File: src/sv/sah_fifo.sv
module sah_fifo #(
	parameter int W     = 8,
	parameter int DEPTH = 2
) (
	input  logic         clk,
	input  logic         arst_n,
	input  logic         push,
	input  logic [W-1:0] wdata,
	output logic         full,
	input  logic         pop,
	output logic [W-1:0] rdata,
	output logic         empty
);

	localparam int AW = (DEPTH > 1) ? $clog2(DEPTH) : 1;
	localparam int CW = $clog2(DEPTH + 1);

	logic [W-1:0]  mem_q [DEPTH];
	logic [AW-1:0] wp_q, rp_q;
	logic [CW-1:0] cnt_q;
	logic          do_push, do_pop;

	assign full    = (cnt_q == CW'(DEPTH));
	assign empty   = (cnt_q == '0);
	assign do_push = push && !full;
	assign do_pop  = pop && !empty;
	assign rdata   = mem_q[rp_q];

	always_ff @(posedge clk or negedge arst_n) begin
		if (!arst_n) begin
			wp_q  <= '0;
			rp_q  <= '0;
			cnt_q <= '0;
		end else begin
			if (do_push) begin
				wp_q <= (wp_q == AW'(DEPTH - 1)) ? '0 : wp_q + 1'b1;
			end
			if (do_pop) begin
				rp_q <= (rp_q == AW'(DEPTH - 1)) ? '0 : rp_q + 1'b1;
			end
			if (do_push && !do_pop) begin
				cnt_q <= cnt_q + 1'b1;
			end else if (do_pop && !do_push) begin
				cnt_q <= cnt_q - 1'b1;
			end
		end
	end

	always_ff @(posedge clk) begin
		if (do_push) begin
			mem_q[wp_q] <= wdata;
		end
	end

endmodule

File: config.mk
export PLATFORM = sky130hd
export DESIGN_NAME = sah_fifo
export DESIGN_NICKNAME = d
export VERILOG_FILES = /design/src/sv/sah_fifo.sv
export SDC_FILE = /design/constraint.sdc
export NUM_CORES = 1
export LEC_CHECK = 0
export BUFFER_PORTS_ARGS = -buffer_cell sky130_fd_sc_hd__buf_2
export CAP_MARGIN = 20
export CORE_UTILIZATION = 45
export DETAILED_ROUTE_END_ITERATION = 10
export HOLD_SLACK_MARGIN = 0.06
export PLACE_DENSITY = 0.71
export SLEW_MARGIN = 25
export SYNTH_ARGS = -nofsm -noshare
export SYNTH_HDL_FRONTEND = slang
export SYNTH_SLANG_ARGS = --single-unit
File: constraint.sdc
create_clock -name clk -period 1.5 [get_ports clk]
set_input_delay 0.15 -clock clk [delete_from_list [all_inputs] [get_ports clk]]
set_output_delay 0.15 -clock clk [all_outputs]
set_load 0.1 [all_outputs]
* Word level (Yosys, flattened, before mapping)
Memories as Yosys holds them, arrays and structs flattened.
Index checks and enable logic that the tools add are counted.
** Word-level totals
- Memory bits (writable) :: 16
- Input bits :: 12
- Memories kept :: 1
- Flip-flop bits (word level) :: 4
- Output and inout bits :: 10
** Memories
- mem_q :: words 2, bits a word 8, rd ports 1, clocked after memory_dff 0, write ports 1, line 18 : logic [W-1:0] mem_q [DEPTH];
** Cells by class
- Equal/unequal tests :: 1
- $add $sub $neg :: 4
- Mux-type cells :: 6
- Reductions and logical operators :: 10
** Operator list (number)
- logical AND 1 bit :: 4
- zero test 1 bit :: 4
- 2-to-1 mux 1 bit :: 4
- 2-to-1 mux 2 bit :: 2
- adder 1 bit (second input constant) :: 2
- adder 2 x 1 -> 2 bit (second input constant) :: 1
- equality test 2 bit (second input constant) :: 1
- zero test 2 bit :: 1
- nonzero test 2 bit :: 1
- subtractor 2 x 1 -> 2 bit (second input constant) :: 1

* Longest topological paths before layout
- Depth in word-level cells :: 7
- Mapped depth :: 7
- Mapped depth without buffers :: 7

* Worst setup path after synthesis
Ideal clock, no wire load.
- Path type :: register -> output
- Start :: register cnt_q[0]
- End :: output empty
- Path slack :: -0.323 ns
- Path buffers :: 0
- Stages on the path, launching flop included :: 2
- Data arrival time :: 1.673 ns
- Path through :: dfrtp_1 nor2_1
** On the way
- Word-level cells in the longest chain between the ends :: 1
** Ends and longest elaborated chain
- start: declaration :: line 20 : logic [CW-1:0] cnt_q;
- start signal: assignment :: line 42 : cnt_q <= cnt_q + 1'b1;
- start signal: assignment :: line 44 : cnt_q <= cnt_q - 1'b1;
- zero test 2 bit :: line 24 : assign empty = (cnt_q == '0);
- end: declaration :: line 12 : output logic empty
No other way between the ends.

* Final worst setup path
- Start :: register rp_q
- End :: output rdata[3]
** On the way
- Word-level cells in the longest chain between the ends :: 1
** Ends and longest elaborated chain
- start: declaration :: line 19 : logic [AW-1:0] wp_q, rp_q;
- start signal: assignment :: line 39 : rp_q <= (rp_q == AW'(DEPTH - 1)) ? '0 : rp_q + 1'b1;
- memory read (2 x 8 bit)
- end: declaration :: line 11 : output logic [W-1:0] rdata,
No other way between the ends.

==> metrics.md <==
| Metric | Value |
|---|---|
| Synth Warn # | 0 |
| # setup viols final | 1 |
| Finished Cell Area | 1210 um^2 |
| Register-to-register setup slack | 0.13 ns |
| Syn nets | 57 |
| Port bufs | 21 |
| TritonCTS clock tree | built |
| Clock slew at reported path FFs | 0.10 ns |
| CTS max path bufs | 2 |
| Seq/Total Area, Yosys | 74.2% |
| CP top delay family | flip-flops |
| Die X | 43.7 um |
| Antenna Cells | 0 |
| Final critical-path share of the clock period | 100% |
| Avg Vias per Cell | 4.93 |
| Clock root cell | clkbuf_4 |
| Die area | 1910 um^2 |
| Post-Syn Area | 782 um^2 |
| Final min period | 1.51 ns |
| H-tree depth | 1 |
| GPL Wtd Cong | 0.643 |
| Overflow after GRT | 0 |
| Worst slew margin | 80.0% |
| Ratio of cells with drive above 1 in the final layout | 52.4% |
| RSZ-0062 raised after global routing | true |
| Final hold violation count | 0 |
| Critical Path End Type | output pin |
| Max Freq | 664 MHz |
| Met2 routed WL | 745 um |
| Routed WL | 1.41 mm |
| Reg2Reg Depth | 5 |
| CP max stage delay | 0.41 ns |
| Worst slew pin tran | 0.301 ns |
| Vias in the first global route | 502 |
| Critical-path maximum fanout | 4 |
| Worst hold path class | primary input to asynchronous set/reset pin |
| Failing checks | DRC, setup timing |
| Crit path buffers/inverters | 2 |
| Setup TNS | -0.00544 ns |
| Critical path class | flip-flop to output pin |
| Outcome | finished with violations |
| Launch point of the worst reg-to-reg path | cnt_q[1] |
| Residual DRC | 3 |
| First-pass GRT wire length | 2.11 mm |
| DRT Pass-1 Iters | 7 |
| Worst Clk Skew | 0.00248 ns |
| WL/cell | 14.1 um |
| DRT iter0 DRCs | 5 |
| Num CTS Buffers | 3 |
| HPWL after DPL | 781 um |
| Wl on met1 | 560 um |
| DR top layer | met4 |
| Met3 WL | 68 um |
| Worst EP required | 1.35 ns |
| Die Height | 43.7 um |
| Post-route ant nets | 0 |
| Initial Utilization | 50.2% |
| Mean Syn Cell Area | 17.8 um^2 |
| Most frequent cells in the layout | 16 x edfxtp_1, 11 x buf_2, 9 x dlygate4sd3_1 |
| Final WS setup | -0.00544 ns |
| Yosys reg bits | 20 |
| Worst skew pair latency | 0.29 ns |
| # IOs | 22 |
| Placed Area | 950 um^2 |
| Yosys cell types | 15 |
| # fillers | 102 |
| Critical path startpoint category | flip-flop |
| Commonest non-fill, non-tap cell in the layout | edfxtp_1 |
| Syn-to-layout area delta | 54.6% |
| Sink Count | 20 |
| FF-to-FF End | mem_q[0][0] |
| Nets@finish | 98 |
| Largest net degree at the start of global routing | 12 |
| GR Util All Layers | 16.1% |
| Core area | 1560 um^2 |
| Row count | 14 |
| Mapped Cells | 44 |
| Routed vias | 493 |
| Total of max-cap violations | 0 |
| Slew Limit Fails | 0 |
| Initial antenna violation count | 0 |
| CP max-delay cell | dfrtp_2 |
| Critical path arrival | 1.36 ns |
| Ordered cell list for the critical path | buf_4, mux2_4, buf_12 |
## registers in the layout (all words and copies together) (netlist names)
register and flops:
mem_q 16, wp_q 1, rp_q 1, cnt_q 2
## per-layer routing
metal  track usage, %  up-vias
li1                 -      237
met3             5.42        6
met4             7.50        0
met2             27.8       17
met5                0        -
met1             17.7      233
## cells in the mapped netlist, drive strengths merged
cell    count  area share (%)
buf         1            0.64
mux2        8              12
nor2        3             1.4
xnor2       3             4.3
xor2        2             2.2
ha          1             1.6
o21ai       1            0.64
inv         2            0.96
and3        1            0.80
nand2b      1            0.80
nand2       1            0.80
edfxtp     16              61
dfrtp       4              13
## metrics by stage
stage / hold slack [ns] / instances / worst slack (ns) / utilization (%)
2_1_floorplan: -0.146 / 44 / 0.0595 / -
3_3_place_gp: -0.0354 / 84 / 0.113 / 60.9
3_5_place_dp: -0.0327 / 84 / 0.103 / 60.9
4_1_cts: 0.150 / 99 / -0.0371 / 74.2
5_1_grt: 0.175 / 100 / -0.0437 / 77.5
6_report: 0.179 / 100 / -0.00544 / 77.5
## timing repair
item,CTS,global route
resized for setup,27,15
hold buffers,9,0
pin swaps,0,1
setup buffers,2,1
endpoints found under the setup margin,8,10
endpoints found under the hold margin,20,0
## cell families (layout without fill, tap and decap cells)
family,Yosys count,count (layout),synth area share [%]
compound gates,1,1,0.639
xor+xnor,5,5,6.56
fa+ha+maj,1,1,1.60
buf+inv,3,43,1.60
flops,20,20,74.2
mux,8,8,11.5
simple gates,6,6,3.84
## worst max-delay path by stage
stage,startpoint,end,slack [ns],cells after the start
after floorplan,rp_q,rdata[0],0.06,2
after global placement,rp_q,rdata[2],0.11,2
after detailed placement,rp_q,rdata[2],0.10,2
after CTS,rp_q,rdata[6],-0.04,3
after global routing,rp_q,rdata[3],-0.04,3
final,rp_q,rdata[3],-0.005,3
## cell type report
class | count | area (um^2) | share of cell area, %
Sequential cell | 20 | 582 | 48.1
Inverter | 2 | 7.51 | 0.621
Clock buffer | 3 | 22.5 | 1.86
Multi-Input combinational cell | 21 | 205 | 17.0
Tap cell | 16 | 20.0 | 1.66
Timing Repair Buffer | 37 | 368 | 30.4
Clock inverter | 1 | 3.75 | 0.311
Power is left out: the tool's default activity adds up to more than one toggle a clock period on the data nets, which glitch-free logic cannot reach.
