[src/sv/sah_pkg.sv]
package sah_pkg;

	// Default sizes of the stores.
	localparam int DEF_MODULE_ENTRIES  = 512;
	localparam int DEF_PAGE_ENTRIES    = 4096;
	localparam int DEF_FULL_BUCKETS    = 4096;
	localparam int DEF_FULL_SHIFT_BITS = 10;
	localparam int DEF_FINE_SHIFT_BITS = 4;
	localparam int DEF_FINE_BUCKETS    = 768;

	// Page number is the module offset divided by 4 KB.
	localparam int PAGE_SHIFT = 12;
	localparam int PAGE_W     = 32 - PAGE_SHIFT;

	localparam logic [1:0] REQ_LOAD   = 2'd0;
	localparam logic [1:0] REQ_COUNT  = 2'd1;
	localparam logic [1:0] REQ_SAMPLE = 2'd2;
	localparam logic [1:0] REQ_READ   = 2'd3;

	localparam logic [2:0] SEL_MODULE = 3'd0;
	localparam logic [2:0] SEL_PAGE   = 3'd1;
	localparam logic [2:0] SEL_FULL   = 3'd2;
	localparam logic [2:0] SEL_FINE   = 3'd3;
	localparam logic [2:0] SEL_TOTAL  = 3'd4;

	localparam logic [1:0] PS_BUMP = 2'd0;
	localparam logic [1:0] PS_NEW  = 2'd1;
	localparam logic [1:0] PS_DROP = 2'd2;

	localparam logic [1:0] CFG_FULL_MAP  = 2'd0;
	localparam logic [1:0] CFG_FINE_MOD  = 2'd1;
	localparam logic [1:0] CFG_FINE_BASE = 2'd2;

	localparam logic [9:0]  MREG_RESET      = 10'd512;
	localparam logic [31:0] FINE_BASE_RESET = 32'h0007_6000;

	localparam int TOT_ALL     = 0;
	localparam int TOT_UNKNOWN = 1;
	localparam int TOT_FULL    = 2;
	localparam int TOT_FINE    = 3;

	typedef enum logic [2:0] {
		OP_LOAD,
		OP_COUNT,
		OP_SAMPLE,
		OP_READ,
		OP_REJECT
	} op_t;

	typedef struct packed {
		op_t         op;
		logic [11:0] slot;
		logic [31:0] address;
		logic [31:0] span;
		logic [2:0]  table_select;
	} req_t;

	typedef struct packed {
		logic        module_hit;
		logic [8:0]  module_index;
		logic [31:0] offset;
		logic [1:0]  page_status;
		logic [63:0] count_value;
		logic [8:0]  entry_module;
		logic [19:0] entry_page;
		logic        status;
	} res_t;

	typedef struct packed {
		logic [9:0]  full_map_module;
		logic [9:0]  fine_window_module;
		logic [31:0] fine_window_base;
	} cfg_t;

	typedef enum logic [3:0] {
		ST_CLEAR,
		ST_IDLE,
		ST_DISPATCH,
		ST_SCAN_RD,
		ST_SCAN_CMP,
		ST_MOD_WR,
		ST_FULL_WR,
		ST_FINE_WR,
		ST_PAGE_RD,
		ST_PAGE_CMP,
		ST_HIT_WR,
		ST_INSERT,
		ST_READ_CAP,
		ST_EMIT
	} eng_state_t;

endpackage

[src/sv/sah_fifo.sv]
module sah_fifo #(
	parameter int W     = 8,
	parameter int DEPTH = 2
) (
	input  logic         clk,
	input  logic         arst_n,
	input  logic         push,
	input  logic [W-1:0] wdata,
	output logic         full,
	input  logic         pop,
	output logic [W-1:0] rdata,
	output logic         empty
);

	localparam int AW = (DEPTH > 1) ? $clog2(DEPTH) : 1;
	localparam int CW = $clog2(DEPTH + 1);

	logic [W-1:0]  mem_q [DEPTH];
	logic [AW-1:0] wp_q, rp_q;
	logic [CW-1:0] cnt_q;
	logic          do_push, do_pop;

	assign full    = (cnt_q == CW'(DEPTH));
	assign empty   = (cnt_q == '0);
	assign do_push = push && !full;
	assign do_pop  = pop && !empty;
	assign rdata   = mem_q[rp_q];

	always_ff @(posedge clk or negedge arst_n) begin
		if (!arst_n) begin
			wp_q  <= '0;
			rp_q  <= '0;
			cnt_q <= '0;
		end else begin
			if (do_push) begin
				wp_q <= (wp_q == AW'(DEPTH - 1)) ? '0 : wp_q + 1'b1;
			end
			if (do_pop) begin
				rp_q <= (rp_q == AW'(DEPTH - 1)) ? '0 : rp_q + 1'b1;
			end
			if (do_push && !do_pop) begin
				cnt_q <= cnt_q + 1'b1;
			end else if (do_pop && !do_push) begin
				cnt_q <= cnt_q - 1'b1;
			end
		end
	end

	always_ff @(posedge clk) begin
		if (do_push) begin
			mem_q[wp_q] <= wdata;
		end
	end

endmodule

[src/sv/sah_front.sv]
module sah_front import sah_pkg::*; #(
	parameter int MODULE_ENTRIES = DEF_MODULE_ENTRIES
) (
	input  logic        clk,
	input  logic        arst_n,
	input  logic        push,
	output logic        full,
	input  logic [1:0]  req_type,
	input  logic [11:0] slot,
	input  logic [31:0] address,
	input  logic [31:0] span,
	input  logic [2:0]  table_select,
	output logic        rq_valid,
	output req_t        rq,
	input  logic        rq_pop
);

	req_t  cls;
	logic  rq_empty;
	logic [31:0] slot32;

	// Range checks on loads and counts need no state, so they are settled here.
	always_comb begin
		slot32           = 32'(slot);
		cls.slot         = slot;
		cls.address      = address;
		cls.span         = span;
		cls.table_select = table_select;
		unique case (req_type)
			REQ_LOAD:   cls.op = (slot32 < 32'(MODULE_ENTRIES)) ? OP_LOAD : OP_REJECT;
			REQ_COUNT:  cls.op = (slot32 <= 32'(MODULE_ENTRIES)) ? OP_COUNT : OP_REJECT;
			REQ_SAMPLE: cls.op = OP_SAMPLE;
			default:    cls.op = OP_READ;
		endcase
	end

	sah_fifo #(.W($bits(req_t)), .DEPTH(2)) u_q (
		.clk   (clk),
		.arst_n(arst_n),
		.push  (push),
		.wdata (cls),
		.full  (full),
		.pop   (rq_pop),
		.rdata (rq),
		.empty (rq_empty)
	);

	assign rq_valid = !rq_empty;

endmodule

[config.mk]
export PLATFORM = sky130hd
export DESIGN_NAME = sah_front
export DESIGN_NICKNAME = d
export VERILOG_FILES = /design/src/sv/sah_pkg.sv /design/src/sv/sah_fifo.sv /design/src/sv/sah_front.sv
export SDC_FILE = /design/constraint.sdc
export NUM_CORES = 1
export LEC_CHECK = 0
export BUFFER_PORTS_ARGS = -buffer_cell sky130_fd_sc_hd__buf_2
export CAP_MARGIN = 20
export CORE_MARGIN = 5
export CORE_UTILIZATION = 40
export DETAILED_ROUTE_END_ITERATION = 10
export HOLD_SLACK_MARGIN = 0.1
export PLACE_DENSITY = 0.66
export SLEW_MARGIN = 15
export SYNTH_ARGS = -nofsm -noshare
export SYNTH_HDL_FRONTEND = slang
export SYNTH_SLANG_ARGS = --single-unit
[constraint.sdc]
create_clock -name clk -period 6.51 [get_ports clk]
set_clock_uncertainty 0.1 [all_clocks]
set_input_delay 0.651 -clock clk [delete_from_list [all_inputs] [get_ports clk]]
set_output_delay 0.651 -clock clk [all_outputs]
set_load 0.05 [all_outputs]
======== Word-level counts from Yosys, hierarchy flattened ========
Memories as Yosys holds them, arrays and structs flattened.
Index checks and enable logic that the tools add are counted.
storage, ports and cells
  RAM bits ................................ 164
  memories ................................ 1
  register bits ........................... 4
  output and inout port bits .............. 84
  ROM bits ................................ 0
  bits of input ports ..................... 85
  bits in latches ......................... 0
  logic and storage cells ................. 33
memories
  name       words  width  read ports  clocked after Yosys merged registers in  wr ports  RTL line        RTL
  u_q.mem_q  2      82     1           0                                        1         sah_fifo.sv:18  logic [W-1:0] mem_q [DEPTH];
operators by class
  bitwise gates (word level) .............. 0
  multiply operators ...................... 0
  add/subtract/negate cells ............... 4
  $lt $le $gt $ge ......................... 2
  shift-type cells ........................ 0
  reductions and logical operators ........ 11
  eq/ne operators ......................... 3
  multiplexer cells ....................... 9
  divide/modulo/power cells ............... 0
operators with widths
  cell                    count
  $le A12 B10 Y1 const B  1
  $lt A12 B10 Y1 const B  1
  $pmux W3 S3             1
  $mux W3                 2
  $eq A2 B2 Y1 const B    2
  $logic_and A1 B1 Y1     4
  $logic_not A1 Y1        4
  $logic_not A2 Y1        2
  $mux W1                 4
  $mux W2                 2
  $add A1 B1 Y1 const B   2
  $add A2 B1 Y2 const B   1
  $eq A2 B1 Y1 const B    1
  $reduce_bool A2 Y1      1
  $sub A2 B1 Y2 const B   1

======== Longest topological paths before layout ========
Gate-level depths: netlist of run 1.
  word-level depth ........................ 7
  depth in mapped cells ................... 7
  mapped depth without buffers ............ 7

======== Modules after synthesis ========
Synthesis of run 1 repeated with hierarchy kept, for this count alone.
unflattened totals
  cell total of the unflattened synthesis .. 284
  area, all modules ....................... 6,525.0 sq um
modules (own cells, without submodules)
  module     cells each  instances  seq. area each (sq um)  area each (sq um)
  sah_fifo   274         1          5,024.8                 6,463.7
  sah_front  10          1          0.0                     61.3

======== Worst setup path after synthesis of run 1 ========
OpenSTA, ideal clock, no wires.
  path kind ............................... in2reg
  from .................................... input port push
  to ...................................... memory u_q.mem_q[0][0] in the netlist's numbering (enable)
  stages .................................. 2
  required time ........................... 5,887 ps
  data arrival time ....................... 4,159 ps
  path buffers ............................ 0
  setup time .............................. 523 ps
  path slack .............................. 1,728 ps
  cells stage by stage .................... nand2_1 -> nor2_1
between the ends
  word-level cells in the longest chain between the ends .. 3
RTL lines
  element                        RTL line        RTL
  start: declaration             sah_front.sv:6  input logic push,
  $logic_and A1 B1 Y1            sah_fifo.sv:25  assign do_push = push && !full;
  $mux W1                        sah_fifo.sv:50  if (do_push) begin
  $mux W1 (not written as such)  sah_fifo.sv:51  mem_q[wp_q] <= wdata;
  end: declaration               sah_fifo.sv:18
No other way between the ends.

==> results of run 1 <==
==> report_power, final <==
part / total (mW) / internal, mW / switching (mW)
Clock: 0.920 / 0.543 / 0.377
Sequential: 1.61 / 1.48 / 0.126
Combinational: 1.83 / 0.587 / 1.24
Total: 4.36 / 2.61 / 1.75
==> state kept, by name (all words and copies together) (netlist names) <==
signal	cells
u_q.wp_q	1
u_q.cnt_q	2
u_q.rp_q	1
u_q.mem_q	164
==> cell type report <==
| class | count | area [um2] |
|---|---|---|
| Fill cell | 1339 | 7850 |
| Sequential cell | 168 | 5030 |
| Multi-Input combinational cell | 102 | 1340 |
| Timing Repair Buffer | 173 | 906 |
| Clock buffer | 23 | 468 |
| Tap cell | 216 | 270 |
| Clock inverter | 9 | 77.6 |
| Inverter | 2 | 7.51 |
==> metal layers <==
metal,vias up,GRT usage,wire length [um]
li1,1478,-,-
met1,1562,0.145,4750
met2,113,0.211,5940
met3,16,0.0475,971
met4,2,0.0532,194
met5,-,0,7
==> stage by stage <==
step	power, mW	area [um2]	hold slack, ns
2_1_floorplan	3.20	6520	0.255
3_3_place_gp	3.45	7500	0.360
3_5_place_dp	3.48	7520	0.368
4_1_cts	4.41	8070	0.300
5_1_grt	4.54	8090	0.300
6_report	4.36	8090	0.325
==> worst max-delay path: cells and delay by family (launching register included) <==
family | cells | cell delay (ns)
buffers and inverters | 2 | 0.97
muxes | 1 | 0.40
DFF | 1 | 0.89
==> path summary, 6_finish.rpt <==
path / startpoint / to / slack (ns) / cells past startpoint
min reg2reg: u_q.cnt_q[1] / u_q.cnt_q[1] / 0.43 / 1
min: address[28] / u_q.mem_q[1][63] / 0.32 / 1
max reg2reg: u_q.cnt_q[0] / u_q.mem_q[0][8] / 4.10 / 5
min in group asynchronous: arst_n / u_q.cnt_q[1] / 0.48 / 2
max in group asynchronous: arst_n / u_q.rp_q / 5.68 / 2
max: u_q.rp_q / rq[55] / 3.05 / 3
==> synthesized netlist by cell type <==
cell / count
nor3_1: 1
and3_1: 1
buf_12: 7
buf_2: 1
or2_2: 1
xor2_1: 2
clkbuf_1: 1
nor4_1: 2
a211oi_1: 1
nand2_1: 2
and4b_1: 1
edfxtp_1: 164
mux2_4: 70
nand2b_1: 1
mux2_2: 12
ha_1: 1
buf_6: 1
xnor2_1: 3
dfrtp_1: 4
o31a_1: 1
inv_1: 2
nor2_1: 3
==> what timing repair did <==
item	CTS	global route
endpoints found under the setup margin	0	0
endpoints found under the hold margin	4	0
hold buffers	1	0
==> logic make-up after synthesis <==
logic type	after synthesis	share of synthesized area
AO/OA/AOI/OAI	2	0.00250
XOR/XNOR	5	0.00672
adder cells (fa/ha/maj)	1	0.00192
buffers and inverters	12	0.0257
flip-flops	168	0.771
multiplexers	82	0.182
AND/OR/NAND/NOR	12	0.00999
==> run summary, run 1 <==
The root buffer cell chosen for the clock tree is clkbuf_16. The number of different library cells used by synthesis comes to 22. After synthesis the netlist holds a flip-flop and latch count of 168. The worst hold path belongs to the class in2reg. The top cell types in the final layout, fill and taps aside, are buf_2 (168), edfxtp_1 (164), mux2_4 (70). The run gives 0 as the count of final hold-check violations. The run gives 0 as the final-report max-slew violation count. For the number of nets in the synthesized netlist, the log shows 368.

The final worst slack was 3.05 ns. Walking the worst path, the cells encountered are buf_4 > mux2_2 > buf_2. The routed layout has 3171 vias. After detailed routing, the average wire length per cell comes to 17.1 um.

The power density normalized to cell area is 539 mW/mm2, and the iteration count of the initial detailed-routing pass is 4. The flow ran to the end, and the final reports show no timing, DRC or antenna violations. The number of antenna diodes in the final layout is 0. Using the TritonRoute via totals, the vias-per-cell ratio works out to 4.58. Leaving out fill and tap cells, the most frequent cell in the layout is buf_2. The via count of the first global-routing pass came out at 3430.

The worst path in the final design needs a cycle of 3.46 ns, including I/O delays and setup. Setup violations remaining at the end of the flow were counted as 0. The leading area contributor after synthesis was edfxtp_1. The number of buffers added by the clock tree synthesis step was 17; the highest cell delay on the worst timing path was 0.89 ns. The die is 138 um wide. The global-route wire length before repair is 17700 um, and the initial antenna violation count is 1.

For the combined global-route utilization of all metal layers, the log shows 0.126. In this run the mean area of a mapped cell was 23.1 um2. After detailed routing, the number of remaining DRC violations is 0.

The die covers 0.0189 mm2. The tools report the worst ir drop on vdd as 0.000245 V. The tools report the sort of element at the end of the critical path as an output port. The portion of the post-synthesis area used by sequential elements is 0.771. At the pin with the least slew margin, the transition time is 0.798 ns.

Measured along the y axis, the die boundary spans 138 um. Post-CTS timing repair inserted 0 buffers for setup. The layout cell share with drive strength beyond 1 was 0.600; the top fanout value on the critical path was 44. No sink is reached through more buffers than the 2 on the longest clock path. In this run the tool buffered the top-level ports with 168 buffer cells.

TritonCTS built the clock tree. Effective utilization at floorplan: 0.409. The final core area utilization is 0.508, and the fraction of post-synthesis cell area in the top cell type by area is 0.756. Worst setup path category: reg2out. The tools report the total negative slack for setup checks as 0 ns. Post-synthesis instance area: 0.00652 mm2. Gates resized during post-CTS repair numbered 0. Data on the critical path arrives at its endpoint at 2.71 ns. Total wire length: 11900 um.

By area the synthesized netlist is led by edfxtp_1 (76%), mux2_4 (16%), buf_12 (2.2%), mux2_2 (2.1%), dfrtp_1 (1.5%). Based on the critical path, the design can be clocked at up to 0.289 GHz. The remaining antenna violation count was 0. Normalized max-slew margin: 0.468.

The reported max-cap violation count was 0. The slowest stage cell on the critical path was dfrtp_4. The logs give 282 for the synthesized instance count and 117 for the initial detailed-routing violation count. The wire-length estimate of the detail-placed layout is 8000 um. The final critical-path share of the clock period is 0.531, and the maximum level of the CTS H-tree is 4. The post-CTS clock slew at the launch and capture registers of the worst setup and hold paths is 0.06 ns, and the number of cell rows is 46.

The run gives 0.748 as the final weighted congestion in routability-driven placement. Setup repair after global routing left no endpoint under its margin. For this run, the number of standard cells in the final layout without fillers is 693. Entering global routing, the biggest net connects 46 pins.

The floorplan step defined a core boundary enclosing 0.0159 mm2. The required arrival time at the worst endpoint was 5.76 ns; the final net count was 550. After detailed placement, the design holds a cell count of 659. The leakage power total was 3.22 nW. The run gives 0.41 ns as the insertion delay to the later sink of the worst-skew pair. The worst slack at placement is 3.43 ns, and the total congestion overflow is 0. 169 I/O pins were placed.

Compared with the post-synthesis result, the final layout area differs by 24.2%. The critical path startpoint category was a flop. During synthesis, Yosys emitted a total of 0 warnings. Counting every sink on the clock net gives 168.
Power figures use the tool's default switching activity.
==> inputs of run 2 (changes only) <==
Clock period 6.51 ns to 3.2 ns, I/O delays scaled along.
==> run summary, run 2 (same netlist as run 1, synthesis figures left out) <==
The final route contains 3525 vias. The most common cell after layout, fill and taps aside was buf_2. The final weighted congestion in routability-driven placement is 0.671. The layer flagged by global routing as most heavily used is met2. The logs give 632 for the final net count and 4 for the iteration count of the initial detailed-routing pass. Final hold analysis gives a worst-case slack of 0.136 ns. Walking the worst path, the cells encountered are buf_12 > mux2_2 > buf_2. The CTS root buffer was clkbuf_16. STA puts the critical path data arrival time at 2.09 ns.

The average detailed-routed wire length per instance works out to 16.5 um. The sort of element at the end of the critical path was an output port. The final core area utilization was 0.567. For the met2 usage, the log shows 0.251.

The largest registers in the layout are u_q.mem_q (164), u_q.cnt_q (2). The fraction of power consumed by the clock network was 0.236; the vertical extent of the die was 138 um. Setup repair after global routing left no endpoint under its margin. Setup violations remaining at the end of the flow were counted as 0. The area growth from synthesis to layout is 38.7%. The worst setup path category is reg2out. The slowest stage cell on the critical path is dfrtp_4.

The layout cell share with drive strength beyond 1 came out at 0.521. Total buffers and inverters traversed by the critical path: 2. The count of final hold-check violations is 0. Of all nets on the critical path, the largest fanout is 30.

The worst-case IR drop observed on VDD is 0.000506 V. In this run the post-CTS setup repair buffer count came out at 0. TritonCTS built the clock tree. The logs give 0.0159 mm2 for the total core area and 0 for the number of resized instances in the post-cts repair step. The fraction of power consumed by combinational cells is 0.417, and the initial antenna violation count is 0. The via count of the first global-routing pass was 4050; the global-route wire length before repair was 19800 um. The tools report the antenna cell count as 0. For the total congestion overflow, the log shows 0. For this design the total switching power over the nets is 3.64 mW. Using the TritonRoute via totals, the vias-per-cell ratio works out to 4.55. The clock tree synthesis step divided the H-tree into 4 levels. The run gives 12800 um as the total wire length. The register with the most flip-flops in the layout has 164 of them. Number of cell rows: 46.

The normalized max-slew margin came out at 0.635. u_q.mem_q holds more flip-flops than any other register. Detailed-route DRC error count: 0. For the pin with the worst max-slew slack, the measured transition is 0.548 ns. The fraction of power spent switching nets is 0.390, and the total number of clock tree sinks is 168. The post-CTS clock slew at the launch and capture registers of the worst setup and hold paths is 0.06 ns. For the initial detailed-routing violation count, the log shows 146. The worst setup path is launched from a flop. The final-report max-slew violation count came out at 0.

The internal power contribution is 5.69 mW. For this run, the slowest stage of the critical path takes 0.76 ns. The logs give 2 for the buffer levels on the longest clock path and 0.139 for the combined global-route utilization of all metal layers. Remaining antenna violation count: 0.

In the layout the commonest cells are buf_2 (168), edfxtp_1 (164), dlygate4sd3_1 (82). The top-level port count came out at 169. In this run the horizontal extent of the chip is 138 um. Port buffering added 168 buffers. At the later pin of the worst-skew pair, clock insertion delay measures 0.42 ns. The met3 routing resource usage after global routing is 0.0460, and the time the worst path needs with I/O delays and setup is 2.51 ns. The worst hold path belongs to the class in2async. Timing would allow up to 0.398 GHz. For the final routed database, the setup TNS stands at 0 ns.

Entering global routing, the biggest net connects 48 pins. The effective utilization at floorplan was 0.409. Met1 track utilization from global routing: 0.153. The die covers 0.0189 mm2.

Detailed placement ended at an HPWL of 8190 um. The power density normalized to cell area works out to 1030 mW/mm2. The run finished with clean final reports.

The number of buffers added by the clock tree synthesis step is 17, and the sequential group share of total power is 0.346. In this design, the largest share of critical-path delay is due to flip-flops. The tool flagged a number of max-cap violations equal to 0. The final critical-path share of the clock period was 0.785; the leakage power total was 3.63 nW. Data on the critical path is required at its endpoint by 2.78 ns.
-- run 2: cell count changes in the layout (fill, tap and decap cells not counted) --
| cell | before | now |
|---|---|---|
| buf_12 | 2 | 4 |
| clkinv_4 | 0 | 3 |
| clkinvlp_4 | 3 | 0 |
| dlygate4sd3_1 | 1 | 82 |
| buf_4 | 2 | 1 |
| bufinv_16 | 1 | 5 |
| inv_6 | 0 | 3 |
| clkbuf_8 | 2 | 0 |
| clkinv_2 | 5 | 4 |
| clkbuf_1 | 4 | 0 |
-- run 2: metrics by stage --
step / std cells / instance area, um2 / total power [mW] / setup WS (ns)
after detailed placement: 661 / 7570 / 7.15 / 1.08
after floorplan: 282 / 6520 / 6.50 / 0.160
after global placement: 661 / 7570 / 7.10 / 1.10
after global routing: 775 / 9040 / 9.72 / 0.576
final: 775 / 9040 / 9.33 / 0.688
after CTS: 775 / 9040 / 9.45 / 0.628
-- run 2: power by group through the flow --
stage	Sequential [mW]	Clock, mW	Combinational, mW
floorplan	3.17	0	3.32
global placement	3.25	0	3.85
detailed placement	3.29	0	3.87
CTS	3.24	2.26	3.95
global route	3.28	2.36	4.07
finish	3.23	2.21	3.89
-- run 2: path summary, 6_finish.rpt --
kind | start | endpoint | slack [ns] | depth (start not counted)
worst min register to register | u_q.cnt_q[1] | u_q.cnt_q[1] | 0.39 | 1
worst max-delay path | u_q.rp_q | rq[60] | 0.69 | 3
max in group asynchronous | arst_n | u_q.rp_q | 2.72 | 2
worst min-delay path | arst_n | u_q.cnt_q[0] | 0.14 | 2
worst max register to register | u_q.cnt_q[0] | u_q.mem_q[0][9] | 1.27 | 4
min in group clk | req_type[0] | u_q.mem_q[0][81] | 0.16 | 2
-- run 2: area by class of cell --
type                       instances  area (um2)
fill                            1220        6900
sequential                       168        5030
timing repair buffer             255        1750
multi-input combinational        102        1340
clock buffer                      17         425
tap                              216         270
clock inverter                    15         223
inverter                           2        7.51
-- run 2: timing repair --
action                                 CTS  global route
setup endpoints to repair                0             0
endpoints found under the hold margin  165             0
hold buffers                            82             0
-- run 2: per-layer routing --
metal / wire length (um) / share of wire
met5: 0 / 0
met4: 174 / 0.014
met3: 1010 / 0.079
met2: 6520 / 0.51
met1: 5080 / 0.40
==> inputs of run 3 (changes only) <==
Settings changed: PLACE_DENSITY 0.66 to 0.69.
Clock period 3.2 ns to 2.1 ns, I/O delays scaled along.
==> run summary, run 3 (same netlist as run 1, synthesis figures left out) <==
The run finished with clean final reports. For this design the static power due to leakage is 3.68 nW. The count of nets left with antenna violations once routing finished came out at 0.

After detailed routing, the number of vias per cell comes to 4.58. TritonCTS built the clock tree. Setup repair after global routing could not meet its margin everywhere. Port buffering added 168 buffers. The number of buffers added by the clock tree synthesis step is 17.

For this block, the via count after detailed routing is 3579. The finished layout holds 782 standard cells, fillers aside. The arrival time at the worst endpoint is 1.75 ns. In the routed design, unresolved DRC markers number 0. The longest clock path from root to sink contains 2 buffers. Top fanout value on the critical path: 19. The reported max-cap violation count is 0.

The internal power contribution was 8.74 mW; the vertical extent of the die was 138 um. The slowest stage cell on the critical path was dfrtp_4. The tools report the total wire length as 13400 um. In this run the standard cell core region covers 0.0159 mm2. The final critical-path share of the clock period was 0.982.

The number of cell rows is 46. The area growth from synthesis to layout is 40.6%. The logs give 663 for the number of instances in the placed design and 0 for the final-report max-slew violation count. The worst min-delay path category was in2reg. The run gives 0.0189 mm2 as the floorplan die area. Setup violations remaining at the end of the flow were counted as 0. The run gives 5.60 mW as the total net switching power. The slew at the pin with the worst max-slew slack was 0.391 ns; the insertion delay to the later sink of the worst-skew pair was 0.41 ns. The worst ir drop on vdd came out at 0.000751 V. Global routing finished with a remaining overflow of 0. The register with the most flip-flops in the layout has 164 of them. In this design, the stage delay of the slowest critical-path cell is 0.54 ns.

The critical path goes through buf_12 > mux2_2 > buf_2. Sequential group share of total power: 0.338. The final weighted congestion in routability-driven placement was 0.741.

The worst setup path is of the reg2out kind. The layout cell share with drive strength beyond 1 was 0.523. The fraction of power spent switching nets came out at 0.391. The tools report the maximum level of the CTS H-tree as 4. Most common cell after layout, fill and taps aside: edfxtp_1.

The library cells used most frequently in the layout, excluding fill and tap cells, are edfxtp_1 (164), buf_2 (160), dlygate4sd3_1 (85). Broken down by cell family, the worst path's largest delay share belongs to flip-flops. Clock tree synthesis found a total of 168 sinks.

Register ranked first by flip-flop count: u_q.mem_q. Clock-pin slew was measured on the worst setup and hold paths at 0.06 ns. From left edge to right edge, the die measures 138 um. The maximum clock frequency is 0.485 GHz, and the global-route wire length before repair is 20100 um. The total buffers and inverters traversed by the critical path was 2; the count of final hold-check violations was 0. For the initial detailed-routing violation count, the log shows 126. The combined global-route utilization of all metal layers is 0.141. The tools report the top-level port count as 169. The power density normalized to cell area was 1570 mW/mm2. Effective utilization at floorplan: 0.409. The largest registers in the layout are u_q.mem_q (164), u_q.cnt_q (2).

Antenna cell count: 0. The worst setup path is captured at an output port. The fraction of power consumed by the clock network came out at 0.222. The normalized max-slew margin came out at 0.739. Dividing the detail-routed wire length by the instance count gives 17.2 um. The first TritonRoute pass finished after 4 iterations. The fraction of power consumed by combinational cells was 0.440; the initial antenna violation count was 0. On the final layout, the worst hold slack is 0.418 ns. The final net count is 641. Clock tree synthesis selected as its root buffer the cell clkbuf_16. The time the worst path needs with I/O delays and setup is 2.06 ns. The via count of the first global-routing pass was 3961; the number of fill cells in the layout was 1200.

At the worst endpoint, the required time is 1.79 ns. STA classifies the critical path startpoint as a flop. The HPWL reported at the end of detailed placement was 8290 um; the maximum number of pins on one net before global-route repair was 56.
==> run 3: cell count changes in the layout (fill, tap and decap cells not counted), moves of 2 or more <==
cell | previous run | this run
clkinv_4 | 3 | 1
buf_4 | 1 | 11
buf_2 | 168 | 160
dlygate4sd3_1 | 82 | 85
==> run 3: area by class of cell <==
cell class                 instances  area (um2)  area share
clock buffer                      17         425      0.0464
clock inverter                    13         178      0.0194
inverter                           2        7.51    0.000820
multi-input combinational        102        1350       0.148
sequential                       168        5030       0.549
tap                              216         270      0.0295
timing repair buffer             264        1900       0.207
==> run 3: path summary, 6_finish.rpt <==
kind	end	depth (start not counted)	slack, ns	start
worst max-delay path	rq[49]	3	0.04	u_q.rp_q
worst min-delay path	u_q.mem_q[0][47]	2	0.42	address[12]
worst max register to register	u_q.cnt_q[1]	6	0.45	u_q.cnt_q[0]
worst min register to register	u_q.cnt_q[0]	1	0.44	u_q.cnt_q[0]
max in group asynchronous	u_q.rp_q	3	1.07	arst_n
min in group asynchronous	u_q.cnt_q[0]	3	0.61	arst_n
==> run 3: power groups by stage <==
stage	Clock, mW	Sequential, mW	Combinational (mW)
after floorplan	0	4.82	5.08
after global placement	0	4.89	6.01
after detailed placement	0	4.95	6.05
after CTS	3.28	4.84	6.33
after global routing	3.44	4.90	6.59
final	3.18	4.85	6.31
==> run 3: through the flow <==
stage / total power [mW] / area [um2] / utilization / worst slack [ns] / setup TNS [ns]
3_3_place_gp: 10.9 / 7630 / 0.478 / 0.331 / 0
2_1_floorplan: 9.91 / 6540 / - / -0.234 / -22.68
3_5_place_dp: 11.0 / 7630 / 0.478 / 0.297 / 0
4_1_cts: 14.4 / 9130 / 0.573 / -0.00755 / -0.00755
6_report: 14.3 / 9160 / 0.574 / 0.0386 / 0
5_1_grt: 14.9 / 9160 / 0.574 / -0.0274 / -0.277
==> run 3: metal layers <==
layer / track usage / share of wire / routed length [um]
met3: 0.0508 / 0.079 / 1060
met2: 0.248 / 0.52 / 6950
met1: 0.158 / 0.38 / 5150
met5: 0 / 0 / 0
met4: 0.0499 / 0.019 / 259
==> run 3: timing repair <==
action	in CTS	in global routing
hold buffers	85	0
endpoints found under the setup margin	72	15
buffers inserted	3	0
cloned	0	1
gates resized for setup	9	2
endpoints found under the hold margin	170	0
